===== src/jess_pkg.sv =====
`timescale 1ns / 1ps
package jess_pkg;

    localparam int COUNT_BITS = 24;
    localparam int LIMIT_W    = 24;
    localparam int CMP_W      = ((COUNT_BITS > LIMIT_W) ? COUNT_BITS : LIMIT_W) + 1;
    localparam int SHORT_FILE = 10;
    localparam int TIFF_MIN   = 14;
    localparam int HDR_BYTES  = 8;
    localparam int SIG_BYTES  = 6;
    localparam int APP1_MIN   = 8;

    localparam logic [LIMIT_W-1:0] SCAN_LIMIT_RST = LIMIT_W'(128 * 1024);

    localparam logic [7:0] MK_FILL  = 8'hFF;
    localparam logic [7:0] MK_SOI   = 8'hD8;
    localparam logic [7:0] MK_EOI   = 8'hD9;
    localparam logic [7:0] MK_SOS   = 8'hDA;
    localparam logic [7:0] MK_RST0  = 8'hD0;
    localparam logic [7:0] MK_RST7  = 8'hD7;
    localparam logic [7:0] MK_TEM   = 8'h01;
    localparam logic [7:0] MK_APP1  = 8'hE1;
    localparam logic [7:0] MK_STUFF = 8'h00;
    localparam logic [7:0] SIG_EVEN = 8'h45;
    localparam logic [7:0] SIG_ODD  = 8'h78;
    localparam logic [7:0] BO_II    = 8'h49;
    localparam logic [7:0] BO_MM    = 8'h4D;
    localparam logic [15:0] TIFF_MAGIC = 16'd42;

    typedef enum logic [3:0] {
        PH_SOI0,
        PH_SOI1,
        PH_MARK0,
        PH_MARK1,
        PH_LEN0,
        PH_LEN1,
        PH_SKIP,
        PH_SIG,
        PH_PAYLOAD,
        PH_DONE
    } t_phase;

    typedef enum logic [1:0] {
        OC_EXIF,
        OC_NOT_JPEG,
        OC_NO_EXIF,
        OC_BAD_TIFF
    } t_outcome;

    typedef struct packed {
        logic [7:0] data_byte;
        logic       last_byte;
    } t_in_item;

    typedef struct packed {
        logic        payload_valid;
        logic [7:0]  payload_byte;
        logic [15:0] payload_offset;
        logic        verdict_valid;
        logic [1:0]  outcome;
        logic        little_endian;
        logic [15:0] first_ifd_offset;
        logic [15:0] tiff_length;
    } t_out_item;

    typedef struct packed {
        t_outcome    outcome;
        logic        little_endian;
        logic [15:0] ifd;
        logic [15:0] tlen;
    } t_decision;

endpackage


===== src/jpeg_exif_segment_scanner_core.sv =====
`timescale 1ns / 1ps
// Byte-stream JPEG Exif scanner: takes one file byte per cycle and returns one result per
// byte, at a sustained rate of one byte per clock unless the output side stalls. Each byte
// passes an input register, one update of the marker-walk state, and an output register,
// so the block accepts a new byte every cycle unless the output side stalls. Results carry
// the TIFF payload bytes of the Exif APP1 segment with their offsets, and exactly one
// verdict per file (outcome, byte order, IFD0 offset, TIFF length). Write scan_limit only
// while no transaction is in flight.
module jpeg_exif_segment_scanner_core (
    input  logic                          i_clk,
    input  logic                          i_rst_n,
    input  logic                          i_cfg_we,
    input  logic [jess_pkg::LIMIT_W-1:0]  i_cfg_data,
    input  logic                          i_valid,
    output logic                          o_ready,
    input  jess_pkg::t_in_item            i_data,
    output logic                          o_valid,
    input  logic                          i_ready,
    output jess_pkg::t_out_item           o_data
);
    import jess_pkg::*;

    logic [LIMIT_W-1:0] r_scan_limit;
    logic               r_in_valid;
    t_in_item           r_in_item;
    logic               r_out_valid;
    t_out_item          r_out_item;
    logic               advance;
    t_out_item          step_result;

    assign advance = r_in_valid && (!r_out_valid || i_ready);
    assign o_ready = !r_in_valid || advance;

    always_ff @(posedge i_clk) begin
        if (!i_rst_n) begin
            r_scan_limit <= SCAN_LIMIT_RST;
        end else if (i_cfg_we) begin
            r_scan_limit <= i_cfg_data;
        end
    end

    always_ff @(posedge i_clk) begin
        if (!i_rst_n) begin
            r_in_valid <= 1'b0;
        end else if (o_ready) begin
            r_in_valid <= i_valid;
        end
    end

    always_ff @(posedge i_clk) begin
        if (o_ready && i_valid) begin
            r_in_item <= i_data;
        end
    end

    jess_scan_fsm u_scan_fsm (
        .i_clk        (i_clk),
        .i_rst_n      (i_rst_n),
        .i_advance    (advance),
        .i_item       (r_in_item),
        .i_scan_limit (r_scan_limit),
        .o_result     (step_result)
    );

    always_ff @(posedge i_clk) begin
        if (!i_rst_n) begin
            r_out_valid <= 1'b0;
        end else if (advance) begin
            r_out_valid <= 1'b1;
        end else if (i_ready) begin
            r_out_valid <= 1'b0;
        end
    end

    always_ff @(posedge i_clk) begin
        if (advance) begin
            r_out_item <= step_result;
        end
    end

    assign o_valid = r_out_valid;
    assign o_data  = r_out_item;

`ifndef ASSERT_OFF
    a_exif_ifd_range: assert property (@(posedge i_clk) disable iff (!i_rst_n)
        (o_valid && o_data.verdict_valid && o_data.outcome == OC_EXIF)
        |-> (o_data.first_ifd_offset >= 16'(HDR_BYTES)
             && o_data.first_ifd_offset < o_data.tiff_length))
        else $error("exif verdict with IFD0 offset out of range");

    a_verdict_quiet: assert property (@(posedge i_clk) disable iff (!i_rst_n)
        (o_valid && !o_data.verdict_valid)
        |-> (o_data.outcome == 2'd0 && o_data.tiff_length == 16'h0
             && o_data.first_ifd_offset == 16'h0 && !o_data.little_endian))
        else $error("verdict fields set without a verdict");

    a_payload_quiet: assert property (@(posedge i_clk) disable iff (!i_rst_n)
        (o_valid && !o_data.payload_valid)
        |-> (o_data.payload_byte == 8'h0 && o_data.payload_offset == 16'h0))
        else $error("payload fields set without a payload byte");

    a_order_only_exif: assert property (@(posedge i_clk) disable iff (!i_rst_n)
        (o_valid && o_data.verdict_valid && o_data.outcome != OC_EXIF)
        |-> (!o_data.little_endian && o_data.first_ifd_offset == 16'h0))
        else $error("byte order or IFD0 offset reported without exif");
`endif

endmodule


===== src/jess_tiff_check.sv =====
`timescale 1ns / 1ps
module jess_tiff_check (
    input  logic [63:0]          i_hdr,
    input  logic [15:0]          i_tlen,
    output jess_pkg::t_decision  o_dec
);
    import jess_pkg::*;

    logic [7:0]  b0, b1, b2, b3, b4, b5, b6, b7;
    logic        is_ii;
    logic        is_mm;
    logic [15:0] magic;
    logic [31:0] ifd;
    logic        hdr_ok;

    assign {b0, b1, b2, b3, b4, b5, b6, b7} = i_hdr;
    assign is_ii = (b0 == BO_II) && (b1 == BO_II);
    assign is_mm = (b0 == BO_MM) && (b1 == BO_MM);
    assign magic = is_ii ? {b3, b2} : {b2, b3};
    assign ifd   = is_ii ? {b7, b6, b5, b4} : {b4, b5, b6, b7};

    assign hdr_ok = (i_tlen >= 16'(TIFF_MIN)) && (is_ii || is_mm) && (magic == TIFF_MAGIC)
                    && (ifd >= 32'(HDR_BYTES)) && (ifd < {16'h0, i_tlen});

    always_comb begin
        o_dec.tlen = i_tlen;
        if (hdr_ok) begin
            o_dec.outcome       = OC_EXIF;
            o_dec.little_endian = is_ii;
            o_dec.ifd           = ifd[15:0];
        end else begin
            o_dec.outcome       = OC_BAD_TIFF;
            o_dec.little_endian = 1'b0;
            o_dec.ifd           = 16'h0;
        end
    end

endmodule


===== src/jess_scan_fsm.sv =====
`timescale 1ns / 1ps
module jess_scan_fsm (
    input  logic                          i_clk,
    input  logic                          i_rst_n,
    input  logic                          i_advance,
    input  jess_pkg::t_in_item            i_item,
    input  logic [jess_pkg::LIMIT_W-1:0]  i_scan_limit,
    output jess_pkg::t_out_item           o_result
);
    import jess_pkg::*;

    t_phase                r_phase, n_phase;
    logic [COUNT_BITS-1:0] r_bytes_seen, n_bytes_seen;
    logic [15:0]           r_seg_left, n_seg_left;
    logic [15:0]           r_seg_len, n_seg_len;
    logic                  r_in_app1, n_in_app1;
    logic [2:0]            r_sig_idx, n_sig_idx;
    logic [15:0]           r_pay_cnt, n_pay_cnt;
    logic [63:0]           r_hdr, n_hdr;
    logic                  r_verdict_done, n_verdict_done;
    logic                  r_held, n_held;
    t_decision             r_held_dec, n_held_dec;

    logic [CMP_W-1:0] idx_ext;
    logic [CMP_W-1:0] lim_ext;
    logic             in_range;
    logic             at_limit;
    logic             past_short;
    logic [63:0]      hdr_shift;
    logic [63:0]      tiff_hdr;
    t_decision        tiff_dec;
    t_decision        no_exif_dec;
    t_decision        not_jpeg_dec;
    logic [7:0]       b;
    logic [7:0]       sig_byte;
    logic [15:0]      left_dec;
    t_out_item        res;

    assign b          = i_item.data_byte;
    assign idx_ext    = CMP_W'(r_bytes_seen);
    assign lim_ext    = CMP_W'(i_scan_limit);
    assign in_range   = idx_ext < lim_ext;
    assign at_limit   = (idx_ext + CMP_W'(1)) >= lim_ext;
    assign past_short = idx_ext >= CMP_W'(SHORT_FILE - 1);
    assign hdr_shift  = {r_hdr[55:0], b};
    assign tiff_hdr   = (r_pay_cnt < 16'(HDR_BYTES)) ? hdr_shift : r_hdr;
    assign sig_byte   = r_sig_idx[0] ? SIG_ODD : SIG_EVEN;
    assign left_dec   = r_seg_left - 16'd1;

    assign no_exif_dec  = '{outcome: OC_NO_EXIF, little_endian: 1'b0, ifd: 16'h0, tlen: 16'h0};
    assign not_jpeg_dec = '{outcome: OC_NOT_JPEG, little_endian: 1'b0, ifd: 16'h0, tlen: 16'h0};

    jess_tiff_check u_tiff_check (
        .i_hdr  (tiff_hdr),
        .i_tlen (r_seg_len - 16'(APP1_MIN)),
        .o_dec  (tiff_dec)
    );

    always_comb begin
        n_phase        = r_phase;
        n_bytes_seen   = r_bytes_seen;
        n_seg_left     = r_seg_left;
        n_seg_len      = r_seg_len;
        n_in_app1      = r_in_app1;
        n_sig_idx      = r_sig_idx;
        n_pay_cnt      = r_pay_cnt;
        n_hdr          = r_hdr;
        n_verdict_done = r_verdict_done;
        n_held         = r_held;
        n_held_dec     = r_held_dec;
        res            = '0;

        if (in_range) begin
            unique case (r_phase)
                PH_SOI0: begin
                    if (b == MK_FILL) begin
                        n_phase = PH_SOI1;
                    end else begin
                        n_held = 1'b1; n_held_dec = not_jpeg_dec; n_phase = PH_DONE;
                    end
                end
                PH_SOI1: begin
                    if (b == MK_SOI) begin
                        n_phase = PH_MARK0;
                    end else begin
                        n_held = 1'b1; n_held_dec = not_jpeg_dec; n_phase = PH_DONE;
                    end
                end
                PH_MARK0: begin
                    if (b == MK_FILL) begin
                        n_phase = PH_MARK1;
                    end else begin
                        n_held = 1'b1; n_held_dec = no_exif_dec; n_phase = PH_DONE;
                    end
                end
                PH_MARK1: begin
                    priority if (b == MK_FILL) begin
                        n_phase = PH_MARK1;
                    end else if (b == MK_STUFF || b == MK_SOI || b == MK_EOI
                                 || b == MK_SOS) begin
                        n_held = 1'b1; n_held_dec = no_exif_dec; n_phase = PH_DONE;
                    end else if ((b >= MK_RST0 && b <= MK_RST7) || b == MK_TEM) begin
                        n_phase = PH_MARK0;
                    end else begin
                        n_in_app1 = (b == MK_APP1);
                        n_phase   = PH_LEN0;
                    end
                end
                PH_LEN0: begin
                    n_seg_len = {b, 8'h00};
                    n_phase   = PH_LEN1;
                end
                PH_LEN1: begin
                    n_seg_len = {r_seg_len[15:8], b};
                    if (n_seg_len < 16'd2) begin
                        n_held = 1'b1; n_held_dec = no_exif_dec; n_phase = PH_DONE;
                    end else begin
                        n_seg_left = n_seg_len - 16'd2;
                        n_sig_idx  = 3'd0;
                        priority if (n_seg_left == 16'h0) begin
                            n_phase = PH_MARK0;
                        end else if (r_in_app1 && n_seg_len >= 16'(APP1_MIN)) begin
                            n_phase = PH_SIG;
                        end else begin
                            n_phase = PH_SKIP;
                        end
                    end
                end
                PH_SKIP: begin
                    n_seg_left = left_dec;
                    if (left_dec == 16'h0) begin
                        n_phase = PH_MARK0;
                    end
                end
                PH_SIG: begin
                    n_seg_left = left_dec;
                    if (b != sig_byte) begin
                        n_phase = (left_dec == 16'h0) ? PH_MARK0 : PH_SKIP;
                    end else begin
                        n_sig_idx = r_sig_idx + 3'd1;
                        if (n_sig_idx >= 3'(SIG_BYTES)) begin
                            n_pay_cnt = 16'h0;
                            n_hdr     = 64'h0;
                            if (left_dec == 16'h0) begin
                                n_held = 1'b1; n_held_dec = tiff_dec; n_phase = PH_DONE;
                            end else begin
                                n_phase = PH_PAYLOAD;
                            end
                        end
                    end
                end
                PH_PAYLOAD: begin
                    res.payload_valid  = 1'b1;
                    res.payload_byte   = b;
                    res.payload_offset = r_pay_cnt;
                    n_hdr      = tiff_hdr;
                    n_pay_cnt  = r_pay_cnt + 16'd1;
                    n_seg_left = left_dec;
                    if (left_dec == 16'h0) begin
                        n_held = 1'b1; n_held_dec = tiff_dec; n_phase = PH_DONE;
                    end
                end
                PH_DONE: begin
                    n_phase = PH_DONE;
                end
                default: begin
                    n_phase = r_phase;
                end
            endcase

            if (n_held && !r_verdict_done && past_short) begin
                res.verdict_valid    = 1'b1;
                res.outcome          = n_held_dec.outcome;
                res.little_endian    = n_held_dec.little_endian;
                res.first_ifd_offset = n_held_dec.ifd;
                res.tiff_length      = n_held_dec.tlen;
                n_verdict_done       = 1'b1;
            end
        end

        if (!n_verdict_done && (i_item.last_byte || at_limit)) begin
            res.verdict_valid    = 1'b1;
            res.outcome          = OC_NO_EXIF;
            res.little_endian    = 1'b0;
            res.first_ifd_offset = 16'h0;
            res.tiff_length      = 16'h0;
            n_verdict_done       = 1'b1;
        end

        if (r_bytes_seen != '1) begin
            n_bytes_seen = r_bytes_seen + COUNT_BITS'(1);
        end

        if (i_item.last_byte) begin
            n_phase        = PH_SOI0;
            n_bytes_seen   = '0;
            n_seg_left     = 16'h0;
            n_seg_len      = 16'h0;
            n_in_app1      = 1'b0;
            n_sig_idx      = 3'd0;
            n_pay_cnt      = 16'h0;
            n_hdr          = 64'h0;
            n_verdict_done = 1'b0;
            n_held         = 1'b0;
            n_held_dec     = '0;
        end
    end

    always_ff @(posedge i_clk) begin
        if (!i_rst_n) begin
            r_phase        <= PH_SOI0;
            r_bytes_seen   <= '0;
            r_seg_left     <= 16'h0;
            r_seg_len      <= 16'h0;
            r_in_app1      <= 1'b0;
            r_sig_idx      <= 3'd0;
            r_pay_cnt      <= 16'h0;
            r_hdr          <= 64'h0;
            r_verdict_done <= 1'b0;
            r_held         <= 1'b0;
            r_held_dec     <= '0;
        end else if (i_advance) begin
            r_phase        <= n_phase;
            r_bytes_seen   <= n_bytes_seen;
            r_seg_left     <= n_seg_left;
            r_seg_len      <= n_seg_len;
            r_in_app1      <= n_in_app1;
            r_sig_idx      <= n_sig_idx;
            r_pay_cnt      <= n_pay_cnt;
            r_hdr          <= n_hdr;
            r_verdict_done <= n_verdict_done;
            r_held         <= n_held;
            r_held_dec     <= n_held_dec;
        end
    end

    assign o_result = res;

endmodule


===== config.mk =====
export PLATFORM = sky130hd
export DESIGN_NAME = jpeg_exif_segment_scanner_core
export DESIGN_NICKNAME = d
export VERILOG_FILES = /design/src/jess_pkg.sv /design/src/jpeg_exif_segment_scanner_core.sv /design/src/jess_tiff_check.sv /design/src/jess_scan_fsm.sv
export SDC_FILE = /design/constraint.sdc
export NUM_CORES = 1
export LEC_CHECK = 0
export ABC_CLOCK_PERIOD_IN_PS = 10250
export BUFFER_PORTS_ARGS = -buffer_cell sky130_fd_sc_hd__buf_2
export CAP_MARGIN = 10
export CORE_ASPECT_RATIO = 0.8
export CORE_MARGIN = 5
export CORE_UTILIZATION = 50
export CTS_CLUSTER_DIAMETER = 30
export DETAILED_ROUTE_END_ITERATION = 10
export PLACE_DENSITY = 0.69
export SETUP_SLACK_MARGIN = 0.02
export SYNTH_ARGS = -nofsm -noshare
export SYNTH_HDL_FRONTEND = slang
export SYNTH_SLANG_ARGS = --single-unit

===== constraint.sdc =====
create_clock -name i_clk -period 10.25 [get_ports i_clk]
set_input_delay 0.5125 -clock i_clk [delete_from_list [all_inputs] [get_ports i_clk]]
set_output_delay 0.5125 -clock i_clk [all_outputs]
set_load 0.05 [all_outputs]

==> out/qor.txt, run 1 <==
Status: finished, final reports clean
Vias in the first global route: 14740
GP Congestion: 0.9876
DP Worst Slack: 3.419 ns
P&R area growth vs syn: 17.72%
Synth unique cells: 87
GR peak layer: met1
GR Layer Usage met1: 43.92%
Post-CTS Setup Bufs: 0
Die area: 0.03629 mm2
Post-synthesis async set-or-reset flop share: 0%
Synth top area cells: dfxtp_1 (25%), edfxtp_1 (13%), nand2_1 (6.3%)
GRT met3 Usage: 6.255%
Worst-Skew Late Latency: 0.59 ns
Post-DR wirelength/cell: 20.81 um
All-Layer GR Usage: 28.44%
Hold WC Path Type: input port to flip-flop
Routing usage on met2: 40.30%
Tmin final: 7.015 ns
Syn Nets: 2133
Routed vias: 15940
P per Cell Area: 180.0 mW/mm2
Worst path cell trace: nor4_1 -> nand4_2 -> mux2i_1 -> and3_1 -> clkinv_1 -> nand2_1 -> a31oi_1 -> ha_1 -> a21o_1 -> a21o_1 -> a211oi_1 -> o21a_1 -> o2111ai_1 -> a31oi_1 -> and2_1 -> a21oi_1 -> o32ai_1
Main combinational cell family by area after synthesis: simple AND/OR/NAND/NOR gates
Clk_skew: 0.03444 ns
DRC violation count after routing: 0
Post-cts resize count: 0
Critical path buffers and inverters: 1
Core Box Area: 0.03233 mm2
Root buffer cell: clkbuf_16
Leak pwr: 7.168 nW
Largest net degree at the start of global routing: 98
Avg Vias per Cell: 6.218
Worst Hold Path EP: r_in_item[8]$_DFFE_PP_
Worst R2R Start: u_scan_fsm.r_pay_cnt[9]$_SDFFE_PN0P_
Logic pwr share: 7.7%
# nets final: 2198
Yosys top cell area share: 25.45%
Post-synthesis mux area share: 3.581%
H-tree levels: 2
HPWL after DPL: 37550 um
Drt first pass iters: 7
Initial Util: 50.36%
Final ANT Viol Nets: 0
Slew Limit Fails: 0
# IOs: 101
Post-Route WL: 53360 um
Reg clk slew, reported paths: 0.05 ns
Total gr overflow: 0
Fillers: 2910
Post-synthesis adder-cell area fraction: 5.687%
Hold path depth: 1
CP required: 10.65 ns
Fin Hold WS: 0.1095 ns
FF-to-FF End: o_data[32]$_SDFFCE_PP0P_
First-pass GRT wire length: 83010 um
Setup violations, final: 0
Worst Tran Pin Value: 1.152 ns
FF-to-FF path depth: 17
Critical path's largest stage delay: 0.89 ns
Setup WS post-layout: 3.235 ns
TritonCTS clock tree: done
Iteration-0 DRC Markers: 1837
Max Freq: 0.1426 GHz
Sequential power share: 33.9%
Sw power: 0.8851 mW
Crit start category: flip-flop
Port bufs: 100
Placed cell count: 2451
Final Hold Vio Count: 0
RSZ-0062 raised after global routing: no
Setup TNS: 0 ns
Chip width: 211.8 um
Seq/Total Area, Yosys: 38.36%
Share of layout cells above drive strength 1: 12.78%
Yosys warning count: 0
CP arrival: 7.42 ns
Syn_area_per_cell: 8.056 um2
Post-synth EDFFs: 70
Post-Syn Instances: 2021
Compound-Gate Fraction of Synth Area: 18.01%
P_int: 2.565 mW
Crit Path Class: flip-flop to flip-flop
Most used DFF post-synth: dfxtp_1
Simple-Gate Fraction of Synth Area: 26.54%
R2R Setup Slk: 3.23 ns
CTS Hold Bufs: 0
Max cap viols: 0
Total CTS buffers: 58
FP Rows: 59
#FFs+latches synth: 277
Clock power frac: 58.3%
Critical path endpoint category: flip-flop
Crit-path slowest cell: and2_1
Switching share of power: 25.66%
Die H: 171.4 um
Mapped Area: 0.01628 mm2
Worst path top cell family by delay: simple AND/OR/NAND/NOR gates
Xor/xnor cell area share of the yosys netlist: 3.389%
Final Non-Filler Cells: 2564
Min-delay src: i_data[8]
Part of the cycle the worst path needs: 68.44%
Clk sink count: 277
CTS max path bufs: 3
Area leader, netlist: dfxtp_1
Max transition margin: 23.17%
CP max FO: 27
Peak VDD IR: 0.1523 mV
Initial antenna violation count: 1
## worst reg2reg max path: stages (launching register included)
cell       delay (ns)
dfxtp_1          0.36
nor4_1           0.54
nand4_2          0.70
mux2i_1          0.64
and3_1           0.83
clkinv_1         0.54
nand2_1          0.18
a31oi_1          0.18
ha_1             0.35
a21o_1           0.18
a21o_1           0.17
a211oi_1         0.30
o21a_1           0.18
o2111ai_1        0.11
a31oi_1          0.30
and2_1           0.89
a21oi_1          0.16
o32ai_1          0.25
## layer usage
| metal | vias up | share of wire (%) |
|---|---|---|
| li1 | 7475 | - |
| met1 | 7517 | 47 |
| met2 | 840 | 40 |
| met3 | 110 | 11 |
| met4 | 0 | 2.0 |
| met5 | - | 0 |
## synth_stat cells (32+ instances only)
cell	n
a21oi_1	168
a31oi_1	37
and2_1	32
clkbuf_1	102
dfxtp_1	207
edfxtp_1	70
ha_1	74
inv_1	61
mux2i_1	47
nand2_1	275
nand3_1	58
nand4_1	35
nor2_1	229
nor3_1	61
nor4_1	45
o21ai_0	108
xnor2_1	39
## registers in the layout (all words and copies together) (netlist names)
| name | count |
|---|---|
| u_scan_fsm.r_held | 1 |
| u_scan_fsm.r_bytes_seen | 24 |
| u_scan_fsm.r_pay_cnt | 16 |
| u_scan_fsm.r_verdict_done | 1 |
| r_scan_limit | 24 |
| u_scan_fsm.r_held_dec | 35 |
| r_in_valid | 1 |
| u_scan_fsm.r_seg_len | 16 |
| o_data | 61 |
| r_in_item | 9 |
| u_scan_fsm.r_phase | 4 |
| u_scan_fsm.r_in_app1 | 1 |
| o_valid | 1 |
| u_scan_fsm.r_seg_left | 16 |
| u_scan_fsm.r_sig_idx | 3 |
| u_scan_fsm.r_hdr | 64 |
## layout make-up
| type | count | area, um2 | area share (%) |
|---|---|---|---|
| Inverter | 64 | 240.2 | 1.253 |
| Sequential cell | 277 | 6246 | 32.59 |
| Clock buffer | 66 | 1533 | 7.997 |
| Timing Repair Buffer | 124 | 684.4 | 3.571 |
| Clock inverter | 44 | 581.8 | 3.035 |
| Multi-Input combinational cell | 1561 | 9345 | 48.76 |
| Tap cell | 427 | 534.3 | 2.787 |
| Antenna cell | 1 | 2.502 | 0.01306 |
## cell families (layout without fill, tap and decap cells)
kind of cell | count (synthesis) | after routing
buffers and inverters | 183 | 298
XOR/XNOR | 63 | 63
flip-flops | 277 | 277
adder cells (fa/ha/maj) | 74 | 74
multiplexers | 57 | 57
AO/OA/AOI/OAI | 478 | 478
AND/OR/NAND/NOR | 889 | 889
other | 0 | 1
## layout by cell type (no fill, tap or decap), drive strengths merged, types with 66 or more instances in the layout
cell,count
a21oi,169
buf,124
clkbuf,66
dfxtp,207
edfxtp,70
ha,74
inv,81
nand2,275
nor2,229
o21ai,113
## how the worst max path moves through the flow
| stage | start | end | slack (ns) | depth (start not counted) |
|---|---|---|---|---|
| floorplan | u_scan_fsm.r_pay_cnt[3]$_SDFFE_PN0P_ | o_data[34]$_SDFFCE_PP1P_ | 5.65 | 19 |
| global placement | u_scan_fsm.r_pay_cnt[9]$_SDFFE_PN0P_ | u_scan_fsm.r_held_dec[34]$_SDFFE_PN0P_ | 3.63 | 17 |
| detailed placement | u_scan_fsm.r_pay_cnt[9]$_SDFFE_PN0P_ | o_data[32]$_SDFFCE_PP0P_ | 3.42 | 17 |
| CTS | u_scan_fsm.r_pay_cnt[9]$_SDFFE_PN0P_ | o_data[32]$_SDFFCE_PP0P_ | 3.42 | 17 |
| global route | u_scan_fsm.r_pay_cnt[3]$_SDFFE_PN0P_ | o_data[17]$_SDFFCE_PP0P_ | 2.88 | 17 |
| finish | u_scan_fsm.r_pay_cnt[9]$_SDFFE_PN0P_ | o_data[32]$_SDFFCE_PP0P_ | 3.23 | 17 |
## stage by stage
stage	instance area (um2)	power [mW]	util [%]
4_1_cts	19150	3.463	59.21
5_1_grt	19160	3.552	59.27
2_1_floorplan	16280	1.367	-
6_report	19170	3.450	59.28
3_5_place_dp	17030	1.451	52.67
3_3_place_gp	17030	1.449	52.67
## power by group through the flow
stage	clock network [mW]	registers [mW]	logic [mW]
after floorplan	0	1.22	0.146
after global placement	0	1.19	0.259
after detailed placement	0	1.19	0.260
after CTS	2.03	1.17	0.262
after global routing	2.09	1.17	0.287
final	2.01	1.17	0.267
Power figures use the tool's default switching activity.
==> inputs of run 2 (changes only) <==
--- a/config.mk
+++ b/config.mk
@@ -5,7 +5,7 @@
 export SDC_FILE = /design/constraint.sdc
 export NUM_CORES = 1
 export LEC_CHECK = 0
-export ABC_CLOCK_PERIOD_IN_PS = 10250
+export ABC_CLOCK_PERIOD_IN_PS = 7200
 export BUFFER_PORTS_ARGS = -buffer_cell sky130_fd_sc_hd__buf_2
 export CAP_MARGIN = 10
 export CORE_ASPECT_RATIO = 0.8
==> constraint.sdc (replaced) <==
create_clock -name i_clk -period 7.2 [get_ports i_clk]
set_input_delay 0.36 -clock i_clk [delete_from_list [all_inputs] [get_ports i_clk]]
set_output_delay 0.36 -clock i_clk [all_outputs]
set_load 0.05 [all_outputs]
==> run 2 against run 1 <==
Against the previous run:
- combinational power grew 44%
- worst setup slack lost 2.1 ns
- core utilization shrank 0.11 points
- sequential share of layout area grew 0.060 points
- sequential power grew 43%
- critical endpoint is now u_scan_fsm.r_held_dec[29]$_SDFFE_PN0P_
- worst hold slack lost 0.096 ns
- critical path depth grew 2
- total power grew 36%
- routed wire length grew 0.14%
- count of clock-buffer cells in the layout grew 3
- non-clock buffer count grew 14
==> out/qor.txt, run 2 (synthesis gave the netlist of run 1 again) <==
CP max FO: 21
Leak pwr: 7.164 nW
Status: finished, final reports clean
Final core utilization: 59.17%
# IOs: 101
Routed vias: 15740
P&R area growth vs syn: 17.51%
Vias in the first global route: 14530
Setup WS post-layout: 1.172 ns
Max cap viols: 0
TritonCTS clock tree: done
FP Rows: 59
Final ANT Viol Nets: 0
Chip width: 211.8 um
Leading cell type in the layout, fill and taps excluded: nand2_1
First-pass GRT wire length: 82940 um
Core Box Area: 0.03233 mm2
Worst Tran Pin Value: 1.170 ns
Final Hold Vio Count: 0
CTS max path bufs: 3
HPWL after DPL: 37600 um
Max FFs per register: 64
Clk_skew: 0.01517 ns
Setup TNS: 0 ns
DP Worst Slack: 1.316 ns
Setup violations, final: 0
Tmin final: 6.028 ns
Post-CTS Setup Bufs: 0
Hold WC Path Type: input port to flip-flop
Share of layout cells above drive strength 1: 12.67%
Peak VDD IR: 0.2227 mV
All-Layer GR Usage: 28.55%
Fin Hold WS: 0.01380 ns
FF-to-FF path depth: 19
Largest net degree at the start of global routing: 98
Routing usage on met2: 40.64%
Top reg by flops: u_scan_fsm.r_hdr
Max Freq: 0.1659 GHz
Die area: 0.03629 mm2
Crit Path Class: flip-flop to flip-flop
GR peak layer: met1
GP Congestion: 0.9716
Placed Area: 0.01707 mm2
Post-DR wirelength/cell: 20.76 um
Root buffer cell: clkbuf_16
DRC violation count after routing: 0
Reg clk slew, reported paths: 0.05 ns
GR Layer Usage met1: 43.61%
Part of the cycle the worst path needs: 83.72%
Iteration-0 DRC Markers: 1935
Total gr overflow: 0
# nets final: 2210
CP required: 7.69 ns
Total CTS buffers: 56
Drt first pass iters: 6
Critical path endpoint category: flip-flop
Commonest non-fill, non-tap cells in the layout: nand2_1 (275), nor2_1 (229), dfxtp_1 (207)
Worst-Skew Late Latency: 0.57 ns
Initial antenna violation count: 2
GRT met3 Usage: 6.783%
Initial Util: 50.36%
Avg Vias per Cell: 6.115
CP arrival: 6.52 ns
CTS Hold Bufs: 9
Crit start category: flip-flop
Cell area after layout: 0.01913 mm2
Die H: 171.4 um
P per Cell Area: 245.4 mW/mm2
Hold path depth: 3
Clk sink count: 277
H-tree levels: 2
Post-cts resize count: 0
Post-Route WL: 53430 um
Max transition margin: 21.75%
RSZ-0062 raised after global routing: no
Port bufs: 100
Slew Limit Fails: 0
[run 2: changes by cell type in the layout (fill, tap and decap cells not counted), moves of 2 or more]
cell | before | now
buf_4 | 23 | 28
inv_6 | 17 | 11
clkinv_4 | 5 | 1
clkbuf_8 | 3 | 6
clkinv_2 | 4 | 9
dlygate4sd3_1 | 0 | 9
inv_4 | 0 | 2
bufinv_16 | 10 | 6
[run 2: metal layers]
metal  wire length (um)  share of wire [%]  vias to the layer above
li1                   -                  -                     7473
met1              24690                 46                     7428
met2              21880                 41                      752
met3               5834                 11                       87
met4               1024                1.9                        0
met5                  0                  0                        -
[run 2: metrics by stage]
| step | cells | power, mW |
|---|---|---|
| detailed placement | 2456 | 2.066 |
| floorplan | 2021 | 1.947 |
| global route | 2574 | 4.847 |
| global placement | 2456 | 2.062 |
| finish | 2574 | 4.695 |
| CTS | 2571 | 4.718 |
[run 2: worst max-delay path, cell delays in order (launching register included)]
cell       delay [ns]
dfxtp_1          0.35
nor4_1           0.50
nand4_2          0.47
mux2i_1          0.50
and3_1           0.47
buf_4            0.28
mux2_2           0.18
nor2_1           0.04
a31oi_1          0.34
ha_1             0.33
a21o_1           0.19
a21o_1           0.17
a211oi_1         0.30
o21a_1           0.17
o2111ai_1        0.11
a31oi_1          0.29
and2_1           0.70
buf_4            0.28
nand3_1          0.08
a21oi_1          0.18
[run 2: where the power goes]
group          switching [mW]  internal, mW  total (mW)  leakage (nW)
clock network           0.888          1.76        2.64         0.955
logic                   0.278         0.107       0.385          3.90
registers              0.0321          1.63        1.67          2.31
total                    1.20          3.50        4.69          7.16
[run 2: area by class of cell]
class / instances / area [um2]
repair buffers: 138 / 812.0
flip-flops and latches: 277 / 6246
fillers: 2870 / 13200
diodes: 1 / 2.502
inverters: 64 / 240.2
clock inverters: 37 / 402.9
clock buffers: 69 / 1553
multi-input cells: 1561 / 9341
well taps: 427 / 534.3
[run 2: worst paths after layout]
| check | slack, ns | endpoint | from |
|---|---|---|---|
| worst max-delay path | 1.17 | u_scan_fsm.r_held_dec[29]$_SDFFE_PN0P_ | u_scan_fsm.r_pay_cnt[9]$_SDFFE_PN0P_ |
| worst min-delay path | 0.01 | r_in_valid$_SDFFE_PN0N_ | i_valid |
| worst max register to register | 1.17 | u_scan_fsm.r_held_dec[29]$_SDFFE_PN0P_ | u_scan_fsm.r_pay_cnt[9]$_SDFFE_PN0P_ |
| worst min register to register | 0.45 | u_scan_fsm.r_hdr[59]$_SDFFE_PN0P_ | u_scan_fsm.r_hdr[59]$_SDFFE_PN0P_ |
==> inputs of run 3 (changes only) <==
--- a/config.mk
+++ b/config.mk
@@ -5,7 +5,8 @@
 export SDC_FILE = /design/constraint.sdc
 export NUM_CORES = 1
 export LEC_CHECK = 0
-export ABC_CLOCK_PERIOD_IN_PS = 7200
+export ABC_AREA = 1
+export ABC_CLOCK_PERIOD_IN_PS = 6200
 export BUFFER_PORTS_ARGS = -buffer_cell sky130_fd_sc_hd__buf_2
 export CAP_MARGIN = 10
 export CORE_ASPECT_RATIO = 0.8
==> constraint.sdc (replaced) <==
create_clock -name i_clk -period 6.2 [get_ports i_clk]
set_input_delay 0.31 -clock i_clk [delete_from_list [all_inputs] [get_ports i_clk]]
set_output_delay 0.31 -clock i_clk [all_outputs]
set_load 0.05 [all_outputs]
==> run 3 against run 2 <==
Against the previous run:
- first-iteration DRC count shrank 24%
- combinational power grew 98%
- area after synthesis grew 2.3%
- non-clock buffer count shrank 9
- critical path depth grew 9
- sequential power grew 19%
- routed wire length shrank 6.5%
- total power grew 36%
- clock skew grew 0.012 ns
- core utilization grew 1.3 points
- register-to-register slack gained 0.09 ns
- critical path type unchanged
==> out/qor.txt, run 3 <==
Port bufs: 100
Final ANT Viol Nets: 0
All-Layer GR Usage: 25.77%
Placed cell count: 2772
Slew Limit Fails: 0
#FFs+latches synth: 277
Post-synthesis async set-or-reset flop share: 0%
Die H: 173.2 um
H-tree levels: 3
Seq/Total Area, Yosys: 37.51%
Chip width: 214.0 um
Part of the cycle the worst path needs: 79.68%
Clk sink count: 277
CP max FO: 75
Clock power frac: 57.1%
FF-to-FF path depth: 28
Commonest non-fill, non-tap cells in the layout: nand2_1 (552), inv_1 (266), nor2_1 (225)
Avg Vias per Cell: 5.608
Routed vias: 16300
Fillers: 2979
Logic pwr share: 11.9%
Iteration-0 DRC Markers: 1477
Hold path depth: 3
Die area: 0.03707 mm2
Tmin final: 4.940 ns
Most used cell along the critical path: nand2_1
Status: finished, final reports clean
Min-delay src: i_cfg_data[0]
Drt first pass iters: 5
Post-Syn Instances: 2338
Worst setup path start: u_scan_fsm.r_pay_cnt[4]$_SDFFE_PN0P_
Setup WS post-layout: 1.260 ns
First-pass GRT wire length: 80100 um
Max cap viols: 0
FF-to-FF End: u_scan_fsm.r_held_dec[17]$_SDFFE_PN0P_
Mapped Area: 0.01665 mm2
FP Rows: 59
Total CTS buffers: 68
# nets final: 2537
Core Box Area: 0.03270 mm2
Worst-Skew Late Latency: 0.58 ns
Peak VDD IR: 0.1835 mV
Leading cell type in the layout, fill and taps excluded: nand2_1
Setup TNS: 0 ns
Reg clk slew, reported paths: 0.05 ns
Share of layout cells above drive strength 1: 12.79%
DP Worst Slack: 1.447 ns
Crit start category: flip-flop
Switching share of power: 27.87%
Worst R2R Start: u_scan_fsm.r_pay_cnt[4]$_SDFFE_PN0P_
Final core utilization: 60.44%
Synth unique cells: 59
R2R Setup Slk: 1.26 ns
# IOs: 101
P_int: 4.609 mW
Max transition margin: 26.27%
Most frequent cell after synthesis: nand2_1
Top reg by flops: u_scan_fsm.r_hdr
Syn_area_per_cell: 7.122 um2
P per Cell Area: 323.3 mW/mm2
Hold WC Path Type: input port to flip-flop
Post-Route WL: 49960 um
Crit Path Class: flip-flop to flip-flop
Most used DFF post-synth: dfxtp_1
Post-DR wirelength/cell: 17.19 um
Synth top cells by count: nand2_1 (553), inv_1 (268), nor2_1 (227), a21oi_1 (212), dfxtp_1 (207)
Final Non-Filler Cells: 2906
RSZ-0062 raised after global routing: no
Root buffer cell: clkbuf_16
Final Hold Vio Count: 0
Yosys warning count: 0
Critical path's largest stage delay: 0.43 ns
Total gr overflow: 0
Initial Util: 50.92%
Leak pwr: 8.105 nW
Sw power: 1.781 mW
Max Freq: 0.2024 GHz
Initial antenna violation count: 0
Yosys top cell area share: 24.89%
CTS max path bufs: 3
Area leader, netlist: dfxtp_1
Crit-path slowest cell: nand2_4
Post-synth EDFFs: 70
CP required: 6.68 ns
CP arrival: 5.42 ns
Setup violations, final: 0
Sequential power share: 31.0%
TritonCTS clock tree: done
Syn Nets: 2450
Vias in the first global route: 15270
Worst Tran Pin Value: 1.105 ns
Worst Hold Path EP: r_scan_limit[0]$_SDFFE_PN0P_
DRC violation count after routing: 0
P&R area growth vs syn: 18.70%
Cell area after layout: 0.01976 mm2
Largest net degree at the start of global routing: 76
Synth top area cells: dfxtp_1 (25%), edfxtp_1 (13%), nand2_1 (12%)
GP Congestion: 0.9212
Post-cts resize count: 0
Clk_skew: 0.02767 ns
Placed Area: 0.01733 mm2
Critical path endpoint category: flip-flop
ANT cells: 0
HPWL after DPL: 33980 um
Max FFs per register: 64
-- run 3: cell types whose count changed after synthesis, sizes merged, moves of 30 or more --
cell | previous run | this run
o21ai | 113 | 177
and3 | 31 | 0
nand3 | 59 | 110
mux2i | 47 | 1
a211oi | 12 | 49
and2 | 32 | 1
nand2 | 275 | 569
a21oi | 169 | 221
nor4 | 46 | 16
xnor2 | 39 | 8
inv | 62 | 275
-- run 3: cells by family after synthesis --
kind of cell,count (synthesis),synth area share [%]
flip-flops,277,37.51
adder cells (fa/ha/maj),74,5.561
XOR/XNOR,55,2.893
multiplexers,1,0.06012
buffers and inverters,388,9.475
AND/OR/NAND/NOR,1024,26.49
AO/OA/AOI/OAI,519,18.01
-- run 3: worst max-delay path by stage --
stage / depth (start not counted) / endpoint
final: 28 / u_scan_fsm.r_held_dec[17]$_SDFFE_PN0P_
after floorplan: 29 / o_data[34]$_SDFFCE_PP1P_
after global routing: 28 / u_scan_fsm.r_held_dec[19]$_SDFFE_PN0P_
after detailed placement: 30 / u_scan_fsm.r_held_dec[19]$_SDFFE_PN0P_
after global placement: 28 / u_scan_fsm.r_held_dec[32]$_SDFFE_PN0P_
after CTS: 28 / u_scan_fsm.r_held_dec[17]$_SDFFE_PN0P_
-- run 3: cell type report --
cell class	count	area, um2	area share, %
multi-input cells	1673	8872	44.89
flip-flops and latches	277	6246	31.60
clock buffers	76	1752	8.863
inverters	276	1037	5.248
repair buffers	129	743.2	3.760
clock inverters	48	579.3	2.931
well taps	427	534.3	2.703
-- run 3: power by group through the flow --
stage                     clock network [mW]  logic, mW  registers, mW
after floorplan                            0      0.493           2.05
after global placement                     0      0.733           2.01
after CTS                               3.68      0.753           1.98
after detailed placement                   0      0.741           2.01
final                                   3.65      0.761           1.98
after global routing                    3.78      0.839           1.98
-- run 3: per-layer routing --
metal | vias up | GRT usage, % | part of all wire (%)
met2 | 609 | 38.92 | 43
met3 | 98 | 4.924 | 7.9
met5 | - | 0 | 0
met4 | 0 | 8.559 | 2.6
met1 | 7595 | 37.28 | 47
li1 | 7996 | - | -
-- run 3: per-stage QoR --
step	power [mW]	hold WS, ns
5_1_grt	6.606	0.01110
6_report	6.390	0.01495
4_1_cts	6.408	0.002105
2_1_floorplan	2.543	0.4089
3_5_place_dp	2.750	0.4516
3_3_place_gp	2.741	0.4475
-- run 3: timing repair --
item,4_1_cts,5_1_grt
hold buffers,10,0
buffers inserted,0,0
endpoints found under the hold margin,10,0
-- run 3: critical path, delay by kind of cell, from the launching register on --
family | cells | cell delay (ns)
compound gates | 5 | 0.81
flops | 1 | 0.34
simple gates | 22 | 3.37
fa+ha+maj | 1 | 0.28
